**config.mk**
```make
export PLATFORM = sky130hd
export DESIGN_NAME = packet_checksum_verifier_flat
export DESIGN_NICKNAME = d
export VERILOG_FILES = /design/src/rtl/core/pcv_pkg.sv /design/src/rtl/core/pcv_byte_if.sv /design/src/rtl/core/pcv_verdict_if.sv /design/src/rtl/core/pcv_cfg_if.sv /design/src/rtl/core/packet_checksum_verifier.sv /design/src/flat_wrapper.sv
export VERILOG_INCLUDE_DIRS = /design/src /design/src/rtl/core
export SDC_FILE = /design/constraint.sdc
export NUM_CORES = 1
export LEC_CHECK = 0
export ABC_AREA = 1
export BUFFER_PORTS_ARGS = -buffer_cell sky130_fd_sc_hd__clkbuf_2
export CORE_AREA = 3 3 181 183
export CTS_BUF_LIST = sky130_fd_sc_hd__clkbuf_2
export DETAILED_ROUTE_END_ITERATION = 7
export DIE_AREA = 0 0 184 186
export PLACE_DENSITY = 0.57
export SLEW_MARGIN = 20
export SYNTH_ARGS = -nofsm -noshare
export SYNTH_HDL_FRONTEND = slang
export SYNTH_SLANG_ARGS = --single-unit
```
**constraint.sdc**
```tcl
create_clock -name i_clk -period 5.1 [get_ports i_clk]
set_clock_uncertainty 0.2 [all_clocks]
set_input_delay 0 -clock i_clk [delete_from_list [all_inputs] [get_ports i_clk]]
set_output_delay 0 -clock i_clk [all_outputs]
set_load 0.005 [all_outputs]
```
**src/rtl/core/assert_macros.svh**
```systemverilog
// Assertion helpers shared by the RTL. Each check is clocked on i_clk and
// held off while i_rst_n is low.
`ifndef ASSERT_MACROS_SVH
`define ASSERT_MACROS_SVH

// Property sampled on every rising clock edge.
`define PCV_ASSERT(label, prop, msg) \
    label: assert property (@(posedge i_clk) disable iff (!i_rst_n) prop) else $error(msg);

// Implication from a trigger to a consequence in the next cycle.
`define PCV_ASSERT_NEXT(label, trig, cons, msg) \
    label: assert property (@(posedge i_clk) disable iff (!i_rst_n) \
        (trig) |=> (cons)) else $error(msg);

`endif

```
**src/rtl/core/pcv_pkg.sv**
```systemverilog
`default_nettype none

package pcv_pkg;

    // Field widths
    localparam int DATA_W    = 8;
    localparam int STATUS_W  = 3;
    localparam int CLEN_W    = 9;
    localparam int CKSUM_W   = 16;
    localparam int CFG_IDX_W = 2;
    localparam int CFG_DAT_W = 8;

    // Default maximum packet length in bytes
    localparam int PCV_MAX_BYTES = 512;

    // Header length and longest reported payload count
    localparam int HDR_BYTES = 4;
    localparam int CLEN_MAX  = (1 << CLEN_W) - 1;

    // Configuration register indexes
    localparam logic [CFG_IDX_W-1:0] CFG_EXPECTED_SEQ  = 2'd0;
    localparam logic [CFG_IDX_W-1:0] CFG_EXPECTED_TYPE = 2'd1;

    // Verdict codes
    typedef enum logic [STATUS_W-1:0] {
        ST_OK        = 3'd0,
        ST_CKSUM_BAD = 3'd1,
        ST_SEQ_BAD   = 3'd2,
        ST_TYPE_BAD  = 3'd3,
        ST_TOO_SHORT = 3'd4,
        ST_TOO_LONG  = 3'd5
    } t_status;

    // One verdict word
    typedef struct packed {
        t_status              status;
        logic [DATA_W-1:0]    received_seq;
        logic [DATA_W-1:0]    received_type;
        logic [CLEN_W-1:0]    payload_len;
        logic [CKSUM_W-1:0]   stored_checksum;
        logic [CKSUM_W-1:0]   computed_checksum;
    } t_verdict;

    // Ones'-complement 16-bit add with end-around carry
    function automatic logic [CKSUM_W-1:0] oc_add(input logic [CKSUM_W-1:0] a,
                                                  input logic [CKSUM_W-1:0] b);
        logic [CKSUM_W:0] s;
        s = {1'b0, a} + {1'b0, b};
        return s[CKSUM_W-1:0] + {{(CKSUM_W-1){1'b0}}, s[CKSUM_W]};
    endfunction

endpackage

`default_nettype wire

```
**src/rtl/core/pcv_byte_if.sv**
```systemverilog
`default_nettype none

// Packet byte stream
interface pcv_byte_if import pcv_pkg::*; ();
    logic              valid;
    logic              ready;
    logic [DATA_W-1:0] data_byte;
    logic              last_byte;

    modport source (output valid, output data_byte, output last_byte, input ready);
    modport sink   (input valid, input data_byte, input last_byte, output ready);
endinterface

`default_nettype wire

```
**src/rtl/core/pcv_verdict_if.sv**
```systemverilog
`default_nettype none

// Per-packet verdict stream
interface pcv_verdict_if import pcv_pkg::*; ();
    logic                valid;
    logic                ready;
    logic [STATUS_W-1:0] status;
    logic [DATA_W-1:0]   received_seq;
    logic [DATA_W-1:0]   received_type;
    logic [CLEN_W-1:0]   payload_len;
    logic [CKSUM_W-1:0]  stored_checksum;
    logic [CKSUM_W-1:0]  computed_checksum;

    modport source (output valid, output status, output received_seq,
                    output received_type, output payload_len,
                    output stored_checksum, output computed_checksum, input ready);
    modport sink   (input valid, input status, input received_seq,
                    input received_type, input payload_len,
                    input stored_checksum, input computed_checksum, output ready);
endinterface

`default_nettype wire

```
**src/rtl/core/pcv_cfg_if.sv**
```systemverilog
`default_nettype none

// Register write channel
interface pcv_cfg_if import pcv_pkg::*; ();
    logic                 valid;
    logic                 ready;
    logic [CFG_IDX_W-1:0] index;
    logic [CFG_DAT_W-1:0] data;

    modport source (output valid, output index, output data, input ready);
    modport sink   (input valid, input index, input data, output ready);
endinterface

`default_nettype wire

```
**src/rtl/core/packet_checksum_verifier.sv**
```systemverilog
// Channel     Dir  Payload                                    Accepted when
// i_byte      in   data_byte[7:0], last_byte                  valid & ready
// o_verdict   out  status, seq, type, length, stored/computed valid & ready
// i_cfg       in   index[1:0], data[7:0]                      valid (ready tied high)
//
// One byte per cycle while no verdict waits on a stalled sink. A verdict appears in the
// output register the cycle after the last byte is taken; the packet state updates through oc_add.
// i_rst_n is synchronous, active low; it clears packet state, expected
// values and the output valid. While a verdict waits on a stalled sink,
// input bytes are held off; a byte is taken again in the cycle the verdict is.
`default_nettype none

module packet_checksum_verifier import pcv_pkg::*; #(
    parameter int MAX_BYTES = PCV_MAX_BYTES
) (
    input  wire logic       i_clk,
    input  wire logic       i_rst_n,
    pcv_byte_if.sink        i_byte,
    pcv_verdict_if.source   o_verdict,
    pcv_cfg_if.sink         i_cfg
);

    // Position counter and total length widths
    localparam int PW    = $clog2(MAX_BYTES);
    localparam int TW    = $clog2(MAX_BYTES + 1);
    localparam int EXT_W = (TW > CLEN_W + 1) ? TW : CLEN_W + 1;

    // Packet state
    logic [PW-1:0]      r_pos,      n_pos;
    logic [CKSUM_W-1:0] r_sum,      n_sum;
    logic [DATA_W-1:0]  r_pend,     n_pend;
    logic [DATA_W-1:0]  r_hdr_type, n_hdr_type;
    logic [DATA_W-1:0]  r_hdr_seq,  n_hdr_seq;
    logic [CKSUM_W-1:0] r_hdr_ck,   n_hdr_ck;
    logic               r_ovf,      n_ovf;

    // Expected header values
    logic [DATA_W-1:0]  r_exp_seq;
    logic [DATA_W-1:0]  r_exp_type;

    // Output register
    logic               r_out_valid;
    t_verdict           r_out;
    t_verdict           n_out;

    logic               in_acc;
    logic               in_last;
    logic [DATA_W-1:0]  word_byte;
    logic [TW-1:0]      total;
    logic [EXT_W-1:0]   clen_full;
    logic [CKSUM_W-1:0] comp;

    assign i_byte.ready = !r_out_valid || o_verdict.ready;
    assign in_acc       = i_byte.valid && i_byte.ready;
    assign in_last      = i_byte.last_byte;
    assign i_cfg.ready  = 1'b1;

    // Next packet state for the incoming byte
    always_comb begin
        n_pos      = r_pos;
        n_sum      = r_sum;
        n_pend     = r_pend;
        n_hdr_type = r_hdr_type;
        n_hdr_seq  = r_hdr_seq;
        n_hdr_ck   = r_hdr_ck;
        n_ovf      = r_ovf;
        word_byte  = i_byte.data_byte;
        if (!r_ovf) begin
            if (r_pos == PW'(0)) n_hdr_type = i_byte.data_byte;
            if (r_pos == PW'(1)) n_hdr_seq  = i_byte.data_byte;
            if (r_pos == PW'(2)) begin
                n_hdr_ck[DATA_W-1:0] = i_byte.data_byte;
                word_byte = '0;
            end
            if (r_pos == PW'(3)) begin
                n_hdr_ck[CKSUM_W-1:DATA_W] = i_byte.data_byte;
                word_byte = '0;
            end
            // Low byte waits; high byte completes the word
            if (!r_pos[0]) begin
                n_pend = word_byte;
                if (in_last) n_sum = oc_add(r_sum, {{DATA_W{1'b0}}, word_byte});
            end else begin
                n_sum  = oc_add(r_sum, {word_byte, r_pend});
                n_pend = '0;
            end
            if (!in_last) begin
                if (r_pos == PW'(MAX_BYTES - 1)) n_ovf = 1'b1;
                else                             n_pos = r_pos + PW'(1);
            end
        end
    end

    // Verdict for a packet ending on this byte
    always_comb begin
        total     = TW'(r_pos) + TW'(1);
        clen_full = EXT_W'(total) - EXT_W'(HDR_BYTES);
        comp      = ~n_sum;
        n_out.received_seq      = n_hdr_seq;
        n_out.received_type     = n_hdr_type;
        n_out.stored_checksum   = n_hdr_ck;
        n_out.payload_len       = '0;
        n_out.computed_checksum = '0;
        if (r_ovf) begin
            n_out.status = ST_TOO_LONG;
        end else if (total < TW'(HDR_BYTES)) begin
            n_out.status = ST_TOO_SHORT;
        end else begin
            n_out.computed_checksum = comp;
            if (clen_full > EXT_W'(CLEN_MAX)) n_out.payload_len = CLEN_W'(CLEN_MAX);
            else                              n_out.payload_len = clen_full[CLEN_W-1:0];
            if (comp != n_hdr_ck)             n_out.status = ST_CKSUM_BAD;
            else if (n_hdr_seq != r_exp_seq)  n_out.status = ST_SEQ_BAD;
            else if (n_hdr_type != r_exp_type) n_out.status = ST_TYPE_BAD;
            else                              n_out.status = ST_OK;
        end
    end

    // Packet state registers; cleared after each verdict
    always_ff @(posedge i_clk) begin
        if (!i_rst_n || (in_acc && in_last)) begin
            r_pos      <= '0;
            r_sum      <= '0;
            r_pend     <= '0;
            r_hdr_type <= '0;
            r_hdr_seq  <= '0;
            r_hdr_ck   <= '0;
            r_ovf      <= 1'b0;
        end else if (in_acc) begin
            r_pos      <= n_pos;
            r_sum      <= n_sum;
            r_pend     <= n_pend;
            r_hdr_type <= n_hdr_type;
            r_hdr_seq  <= n_hdr_seq;
            r_hdr_ck   <= n_hdr_ck;
            r_ovf      <= n_ovf;
        end
    end

    // Register writes
    always_ff @(posedge i_clk) begin
        if (!i_rst_n) begin
            r_exp_seq  <= '0;
            r_exp_type <= '0;
        end else if (i_cfg.valid && i_cfg.ready) begin
            case (i_cfg.index)
                CFG_EXPECTED_SEQ:  r_exp_seq  <= i_cfg.data;
                CFG_EXPECTED_TYPE: r_exp_type <= i_cfg.data;
                default: ;
            endcase
        end
    end

    // Output valid
    always_ff @(posedge i_clk) begin
        if (!i_rst_n) begin
            r_out_valid <= 1'b0;
        end else if (in_acc && in_last) begin
            r_out_valid <= 1'b1;
        end else if (o_verdict.ready) begin
            r_out_valid <= 1'b0;
        end
    end

    // Output word
    always_ff @(posedge i_clk) begin
        if (in_acc && in_last) begin
            r_out <= n_out;
        end
    end

    assign o_verdict.valid             = r_out_valid;
    assign o_verdict.status            = r_out.status;
    assign o_verdict.received_seq      = r_out.received_seq;
    assign o_verdict.received_type     = r_out.received_type;
    assign o_verdict.payload_len       = r_out.payload_len;
    assign o_verdict.stored_checksum   = r_out.stored_checksum;
    assign o_verdict.computed_checksum = r_out.computed_checksum;

`include "assert_macros.svh"

    `PCV_ASSERT_NEXT(a_clear_after_last, in_acc && in_last, r_pos == '0 && !r_ovf && r_sum == '0, "packet state not cleared after last byte")
    `PCV_ASSERT_NEXT(a_verdict_after_last, in_acc && in_last, r_out_valid, "no verdict after last byte")
    `PCV_ASSERT(a_ovf_at_end, !r_ovf || r_pos == PW'(MAX_BYTES - 1), "overflow set away from final position")

endmodule

`default_nettype wire
```
**src/flat_wrapper.sv**
```systemverilog
// flat-port wrapper written by rule: the top's interface ports become plain ports
module packet_checksum_verifier_flat import pcv_pkg::*;
#(
    parameter int MAX_BYTES = PCV_MAX_BYTES
)
  (i_clk, i_rst_n, i_byte_valid, i_byte_data_byte, i_byte_last_byte, i_byte_ready, o_verdict_valid, o_verdict_status, o_verdict_received_seq, o_verdict_received_type, o_verdict_payload_len, o_verdict_stored_checksum, o_verdict_computed_checksum, o_verdict_ready, i_cfg_valid, i_cfg_index, i_cfg_data, i_cfg_ready);
  pcv_byte_if i_byte_i ();
  pcv_verdict_if o_verdict_i ();
  pcv_cfg_if i_cfg_i ();
  input  wire logic i_clk;
  input  wire logic i_rst_n;
  input wire logic [$bits(i_byte_i.valid)-1:0] i_byte_valid;
  input wire logic [$bits(i_byte_i.data_byte)-1:0] i_byte_data_byte;
  input wire logic [$bits(i_byte_i.last_byte)-1:0] i_byte_last_byte;
  output wire logic [$bits(i_byte_i.ready)-1:0] i_byte_ready;
  output wire logic [$bits(o_verdict_i.valid)-1:0] o_verdict_valid;
  output wire logic [$bits(o_verdict_i.status)-1:0] o_verdict_status;
  output wire logic [$bits(o_verdict_i.received_seq)-1:0] o_verdict_received_seq;
  output wire logic [$bits(o_verdict_i.received_type)-1:0] o_verdict_received_type;
  output wire logic [$bits(o_verdict_i.payload_len)-1:0] o_verdict_payload_len;
  output wire logic [$bits(o_verdict_i.stored_checksum)-1:0] o_verdict_stored_checksum;
  output wire logic [$bits(o_verdict_i.computed_checksum)-1:0] o_verdict_computed_checksum;
  input wire logic [$bits(o_verdict_i.ready)-1:0] o_verdict_ready;
  input wire logic [$bits(i_cfg_i.valid)-1:0] i_cfg_valid;
  input wire logic [$bits(i_cfg_i.index)-1:0] i_cfg_index;
  input wire logic [$bits(i_cfg_i.data)-1:0] i_cfg_data;
  output wire logic [$bits(i_cfg_i.ready)-1:0] i_cfg_ready;
  assign i_byte_i.valid = i_byte_valid;
  assign i_byte_i.data_byte = i_byte_data_byte;
  assign i_byte_i.last_byte = i_byte_last_byte;
  assign i_byte_ready = i_byte_i.ready;
  assign o_verdict_valid = o_verdict_i.valid;
  assign o_verdict_status = o_verdict_i.status;
  assign o_verdict_received_seq = o_verdict_i.received_seq;
  assign o_verdict_received_type = o_verdict_i.received_type;
  assign o_verdict_payload_len = o_verdict_i.payload_len;
  assign o_verdict_stored_checksum = o_verdict_i.stored_checksum;
  assign o_verdict_computed_checksum = o_verdict_i.computed_checksum;
  assign o_verdict_i.ready = o_verdict_ready;
  assign i_cfg_i.valid = i_cfg_valid;
  assign i_cfg_i.index = i_cfg_index;
  assign i_cfg_i.data = i_cfg_data;
  assign i_cfg_ready = i_cfg_i.ready;
  packet_checksum_verifier #(.MAX_BYTES(MAX_BYTES)) u_core (.i_clk(i_clk), .i_rst_n(i_rst_n), .i_byte(i_byte_i), .o_verdict(o_verdict_i), .i_cfg(i_cfg_i));
endmodule
```
After elaboration in Yosys (flattened, before gate mapping)

Index checks and enable logic that the tools add are counted.

Register bits: 143
Latch bits: 0
Bits in writable memories: 0
ROM bits: 0
Bits of input ports: 24
Memories: 0

Add/sub/neg operators: 7
$mul: 0
Div/mod/pow operators: 0
$lt $le $gt $ge: 2
Equal/unequal tests: 8
Shifts and indexed selects: 0
Mux-type cells: 24
Bitwise operators: 4
Reductions and logical operators: 15

Operators with widths:

| cell                    | number |
|---|---|
| $mux W8                 | 10 |
| $mux W16                | 4 |
| $add A16 B1 Y16         | 2 |
| $eq A9 B2 Y1 const B    | 2 |
| $add A16 B16 Y17        | 1 |
| $add A16 B8 Y17         | 1 |
| $ne A16 B16 Y1          | 1 |
| $ne A8 B8 Y1            | 2 |
| $not A16 Y16            | 1 |
| $add A9 B1 Y10 const B  | 1 |
| $gt A10 B9 Y1 const B   | 1 |
| $lt A10 B3 Y1 const B   | 1 |
| $sub A10 B3 Y10 const B | 1 |
| $add A9 B1 Y9 const B   | 1 |
| $eq A9 B1 Y1 const B    | 1 |
| $eq A9 B9 Y1 const B    | 1 |
| $logic_not A9 Y1        | 1 |
| $mux W9                 | 1 |
| $mux W1                 | 6 |
| $mux W3                 | 2 |
| $reduce_and A2 Y1       | 3 |
| $reduce_and A4 Y1       | 1 |
| $not A1 Y1              | 3 |
| $reduce_or A3 Y1        | 1 |
| other kinds (8)         | 11 |

Longest topological paths before layout

Depth after elaboration: 13
Mapped depth: 42
Mapped depth without buffers: 40

Least setup slack after synthesis

Ideal clock, no wire load.

Path type: register -> register
Start: register u_core.r_pos[0]
End: register u_core.r_out, in the netlist u_core.o_verdict.status[0], data pin
Setup time: 0.264 ns
Data arrival time: 4.766 ns
Data required time: 4.636 ns
Slack: -0.131 ns
Cell stages (with the launch flop): 41
Buffers on the path: 3
Period minus slack after synthesis: 5.231 ns
Cell sequence: dfxtp_1 > clkbuf_1 > inv_1 > clkbuf_1 > ha_1 > nand2_1 > nor2_4 > nand2_8 > buf_6 > nand2_1 > nor2_1 > ha_1 > inv_1 > nor2_1 > inv_1 > o21ai_0 > nand2_1 > nand3_1 > [5 not listed] > nor2_1 > nand2_1 > nor2_1 > nand2_1 > nor3_1 > nand3_1 > nor2_1 > nand2_1 > nor2_1 > nand2_1 > nand3_1 > nand3_1 > nand3_1 > nand3_1 > nor2_1 > nand4_1 > nand2_1 > nand2_1

Cells in the longest elaborated chain, start to end: 13
Elaborated cells between the ends (all ways): 31
Those cells by class: add/sub (5); order compare (1); eq/ne (6); mux (17); bitwise (1); reduce/logical (1)

RTL lines:

| item                     | line                            | RTL |
|---|---|---|
| start: declaration       | packet_checksum_verifier.sv:29  | `logic [PW-1:0] r_pos, n_pos;` |
| start signal: assignment | packet_checksum_verifier.sv:130 | `r_pos <= n_pos;` |
| $eq A9 B2 Y1             | packet_checksum_verifier.sv:71  | `if (r_pos == PW'(2)) begin` |
| $mux W8                  | packet_checksum_verifier.sv:71  |  |
| $mux W8                  | packet_checksum_verifier.sv:75  | `if (r_pos == PW'(3)) begin` |
| $mux W8                  | packet_checksum_verifier.sv:68  | `if (!r_ovf) begin` |
| $add A16 B8 Y17          | pcv_pkg.sv:48                   | `s = {1'b0, a} + {1'b0, b};` |
| $add A16 B1 Y16          | pcv_pkg.sv:49                   | `return s[CKSUM_W-1:0] + {{(CKSUM_W-1){1'b0}}, s[CKSUM_W]};` |
| $mux W16                 | packet_checksum_verifier.sv:82  | `if (in_last) n_sum = oc_add(r_sum, {{DATA_W{1'b0}}, word_byte});` |
| $mux W16                 | packet_checksum_verifier.sv:80  | `if (!r_pos[0]) begin` |
| $mux W16                 | packet_checksum_verifier.sv:68  |  |
| $not A16 Y16             | packet_checksum_verifier.sv:98  | `comp = ~n_sum;` |
| $ne A16 B16 Y1           | packet_checksum_verifier.sv:112 | `if (comp != n_hdr_ck) n_out.status = ST_CKSUM_BAD;` |
| $mux W3                  | packet_checksum_verifier.sv:112 |  |
| $mux W1 (*)              | packet_checksum_verifier.sv:106 | `end else if (total < TW'(HDR_BYTES)) begin` |
| end signal: assignment   | packet_checksum_verifier.sv:168 | `r_out <= n_out;` |
| end: declaration         | packet_checksum_verifier.sv:43  | `t_verdict r_out;` |

Mark *: on every way between the ends. The rest lies on a longest branch, timed or not. The select of a mux whose other input is x is not followed.
A chain may end at the register's enable or synchronous reset.

Final worst setup path

Start: register u_core.r_pos[0]
End: register u_core.r_out, in the netlist u_core.o_verdict.status[1], data pin

Cells in the longest elaborated chain, start to end: 12
Elaborated cells between the ends (all ways): 30
Those cells by class: add/sub (5); order compare (1); eq/ne (6); mux (15); bitwise (1); reduce/logical (2)

RTL lines:

| item                              | line |
|---|---|
| $eq A9 B2 Y1                      | packet_checksum_verifier.sv:71 |
| $mux W8                           | packet_checksum_verifier.sv:71 |
| $mux W8                           | packet_checksum_verifier.sv:75 |
| $mux W8                           | packet_checksum_verifier.sv:68 |
| $add A16 B8 Y17                   | pcv_pkg.sv:48 |
| $add A16 B1 Y16                   | pcv_pkg.sv:49 |
| $mux W16                          | packet_checksum_verifier.sv:82 |
| $mux W16                          | packet_checksum_verifier.sv:80 |
| $mux W16                          | packet_checksum_verifier.sv:68 |
| $not A16 Y16                      | packet_checksum_verifier.sv:98 |
| $ne A16 B16 Y1                    | packet_checksum_verifier.sv:112 |
| $reduce_or A3 Y1 (no source line) | n/a |

Parallel ways exist; a longest one is shown, timed or not. The select of a mux whose other input is x is not followed.

==> run metrics <==
die height=186 um; WP data required=around 5500 ps; Post-synth EDFFs=60; WP data arrival=~5300 ps; sw frac=approximately a third; vias in the first global route=roughly 9000; Slew Viols, Final=0; Core ar.=roughly 31000 um2; Pwr Density=around 260 nW/um2; Startpoint Class=register; global-route wire length before repair=about 48000 um; total wire length=~31000 um; global route overflow=0; Max-cap violations=0; post-route design area=between 10000 and 15000 um2; Comb pwr share=between 20% and 30%; Num CTS Buffers=17; # DRC=0; Hold WS=144.9 ps; Setup CP Type=register to register; net switching power=~1.0 mW; Inst Count DP=around 1800; Post-Synth Adder-Cell Area=under 10%; drt first-iter violations=between 700 and 800; crit path time final=just under 5000 ps; DP Area=around 11000 um2; Hold EP=u_core.r_pend[2]; setup ws final=209.4 ps; ys async rst share=0%; outcome=finished clean; slowest CP cell=dfxtp_4; Final setup viols=0; hold path start=i_byte_data_byte[2]; Post-Syn Nets=about 1400; CTS tree=done; final hold vios=0; most used cell, CP=nand2_1; Mapped Area=roughly 9400 um2; Hold Path Stages=6; CP Capture Type=register; post-synth cell types=51; main flop type after synthesis=dfxtp_1; Simple-Gate Fraction of Synth Area=a little under a third; fin cells=approximately 1900; Slew @ Worst Pin=984.1 ps; R2R setup slack=210 ps; Starting Density=between 20 and 30%; post-layout net count=about 1600; VDD IR max=approximately 160 uV; Worst-path clk slew=200 ps; largest net degree at the start of global routing=46; Max Root-Sink Buffers=2; row cnt=65; RSZ-0062 raised after global routing=true; Area Growth Syn to Fin=27.43%; Mapped Avg Cell Area=~7.0 um2; Post-DP HPWL=22560 um; Fill cells=~3300; Slew headroom=34.30%; power share of the clock group=between 20% and 30%; DR vias=around 9400; # port buffers=85; Cell Int Power=between 1.5 and 2 mW; root buffer cell=clkbuf_2; initial antenna violation count=1; R2R Path Start=u_core.r_pos[0]; Leak=around 5.7 nW; slowest stage delay, CP=around 420 ps; Synth Area in XOR/XNOR=about 3.4%; Synth Area in Compound Gates=between 10 and 15%; antenna-violating nets left=0; HP Class=input port to register; peak fanout along the critical path=8; critical register-to-register path endpoint=u_core.o_verdict.status[1]; H-tree levels=4; drt pass-1 iters=5; wire per inst=approximately 16 um; share of cells above drive strength 1=roughly 23%; Synth Warn #=0; mux contribution to synthesized area=0%; Top Ports=87; routability congestion estimate=~0.95; crit share post-route=between 90% and 100%; sequential power share=between 40% and 50%; Die ar.=34220 um2; fraction of the yosys area taken by sequential cells=a little under two fifths; largest family of logic cells by synthesized area=simple AND/OR/NAND/NOR gates; CTS Sinks=143; Chip Width=between 150 and 200 um; Peak Freq=204.5 MHz; worst skew pair latency=between 700 and 800 ps; Total GRT Usage=~18%; number of cells on the worst reg-to-reg path=35; Mapped Cells=1334; via/cell ratio=roughly 4.8; Synth Register Bits=143; dpl ws=-38.21 ps
## Yosys cell counts (all sizes together), types with 23 or more instances
| master | count | share of area (%) |
|---|---|---|
| a21oi | 94 | 5.0 |
| nand3 | 97 | 5.8 |
| xor2 | 27 | 2.5 |
| o21ai | 122 | 6.6 |
| nor2 | 124 | 5.9 |
| nand4 | 23 | 1.9 |
| nand2 | 351 | 16 |
| edfxtp | 60 | 19 |
| ha | 28 | 3.7 |
| clkbuf | 35 | 1.4 |
| dfxtp | 83 | 18 |
| inv | 215 | 8.6 |
## logic make-up after synthesis
| family | after synthesis |
|---|---|
| simple gates | 621 |
| buf+inv | 259 |
| compound gates | 245 |
| flops | 143 |
| xor+xnor | 36 |
| fa+ha+maj | 29 |
| other cells | 1 |
## layer usage
layer  GRT usage (%)  up-vias  part of all wire (%)
li1                -     4701                     -
met4           5.413        0                   2.8
met3           3.049       59                   4.6
met2           31.78      282                    49
met5               0        -                     0
met1           22.13     4330                    44
## placed cells by master (no fill, tap or decap), types with 6 or more instances in the layout
master	Yosys	final
a21oi_1	94	90
buf_4	1	70
clkbuf_2	0	106
dfxtp_1	83	81
dlygate4sd3_1	0	55
edfxtp_1	60	60
ha_1	28	22
inv_1	203	196
inv_2	12	17
nand2_1	316	296
nand2_2	27	44
nand2_4	7	10
nand3_1	88	78
nand3_2	7	15
nand4_1	20	20
nor2_1	109	90
nor2_2	7	21
nor2_4	7	12
nor3_1	12	8
o21ai_0	115	108
o21ai_1	4	6
o21ai_2	3	7
o221ai_1	14	14
xnor2_1	9	9
xor2_1	27	27
## metrics by stage
stage | utilization [%] | power (mW) | setup TNS [ps]
finish | 38.00 | 3.043 | 0
global route | 38.00 | 3.232 | -196.0
CTS | 36.20 | 3.002 | 0
detailed placement | 33.46 | 2.166 | -43.29
global placement | 33.45 | 2.161 | 0
floorplan | - | 1.883 | 0
## how the worst max path moves through the flow
stage | start | cells past startpoint | slack, ps | end
2_1_floorplan | u_core.r_pos[0] | 40 | 70 | u_core.o_verdict.status[0]
3_3_place_gp | u_core.r_pos[0] | 32 | 3 | u_core.o_verdict.status[1]
3_5_place_dp | u_core.r_pos[0] | 36 | -40 | u_core.o_verdict.status[0]
4_1_cts | u_core.r_pos[0] | 36 | 20 | u_core.o_verdict.status[0]
5_1_grt | u_core.r_pos[0] | 35 | -110 | u_core.o_verdict.status[1]
6_report | u_core.r_pos[0] | 35 | 210 | u_core.o_verdict.status[1]
## what timing repair did
| action | CTS | global route |
|---|---|---|
| hold buffers | 55 | 0 |
| setup buffers | 0 | 27 |
| setup endpoints to repair | 2 | 10 |
| resized for setup | 3 | 105 |
| pin swaps | 0 | 55 |
| endpoints found under the hold margin | 124 | 0 |
## sequential cells by signal, indices dropped and copies added (netlist names)
| signal | flops |
|---|---|
| u_core.r_hdr_ck | 16 |
| u_core.o_verdict.valid | 1 |
| u_core.o_verdict.stored_checksum | 16 |
| u_core.r_hdr_seq | 8 |
| u_core.r_exp_seq | 8 |
| u_core.o_verdict.received_type | 8 |
| u_core.o_verdict.received_seq | 8 |
| u_core.r_exp_type | 8 |
| u_core.r_sum | 16 |
| u_core.r_pend | 8 |
| u_core.o_verdict.status | 3 |
| u_core.o_verdict.computed_checksum | 16 |
| u_core.r_hdr_type | 8 |
| u_core.o_verdict.payload_len | 9 |
| u_core.r_pos | 9 |
| u_core.r_ovf | 1 |
## power groups by stage
stage                     Sequential, mW  Combinational (mW)  Clock (mW)
after floorplan                     1.35               0.533           0
after global placement              1.36               0.805           0
after detailed placement            1.36               0.809           0
after CTS                           1.33               0.845       0.824
after global routing                1.34                1.02       0.869
final                               1.33               0.911       0.798
## worst max-delay path: cells and delay by family (launching register included)
| family | cells | cell delay, ps |
|---|---|---|
| flops | 1 | 420 |
| fa+ha+maj | 4 | 780 |
| buf+inv | 6 | 390 |
| compound gates | 3 | 510 |
| simple gates | 22 | 2430 |
## area by class of cell
type / count / area (um2) / share of cell area, %
multi-input cells: 932 / 5268 / 44.16
clock buffers: 21 / 105.1 / 0.8811
clock inverters: 11 / 190.2 / 1.594
flip-flops and latches: 143 / 3468 / 29.08
repair buffers: 213 / 1562 / 13.09
inverters: 219 / 830.8 / 6.965
diodes: 1 / 2.502 / 0.02098
well taps: 402 / 503.0 / 4.216
(Power assumes the default switching activity.)
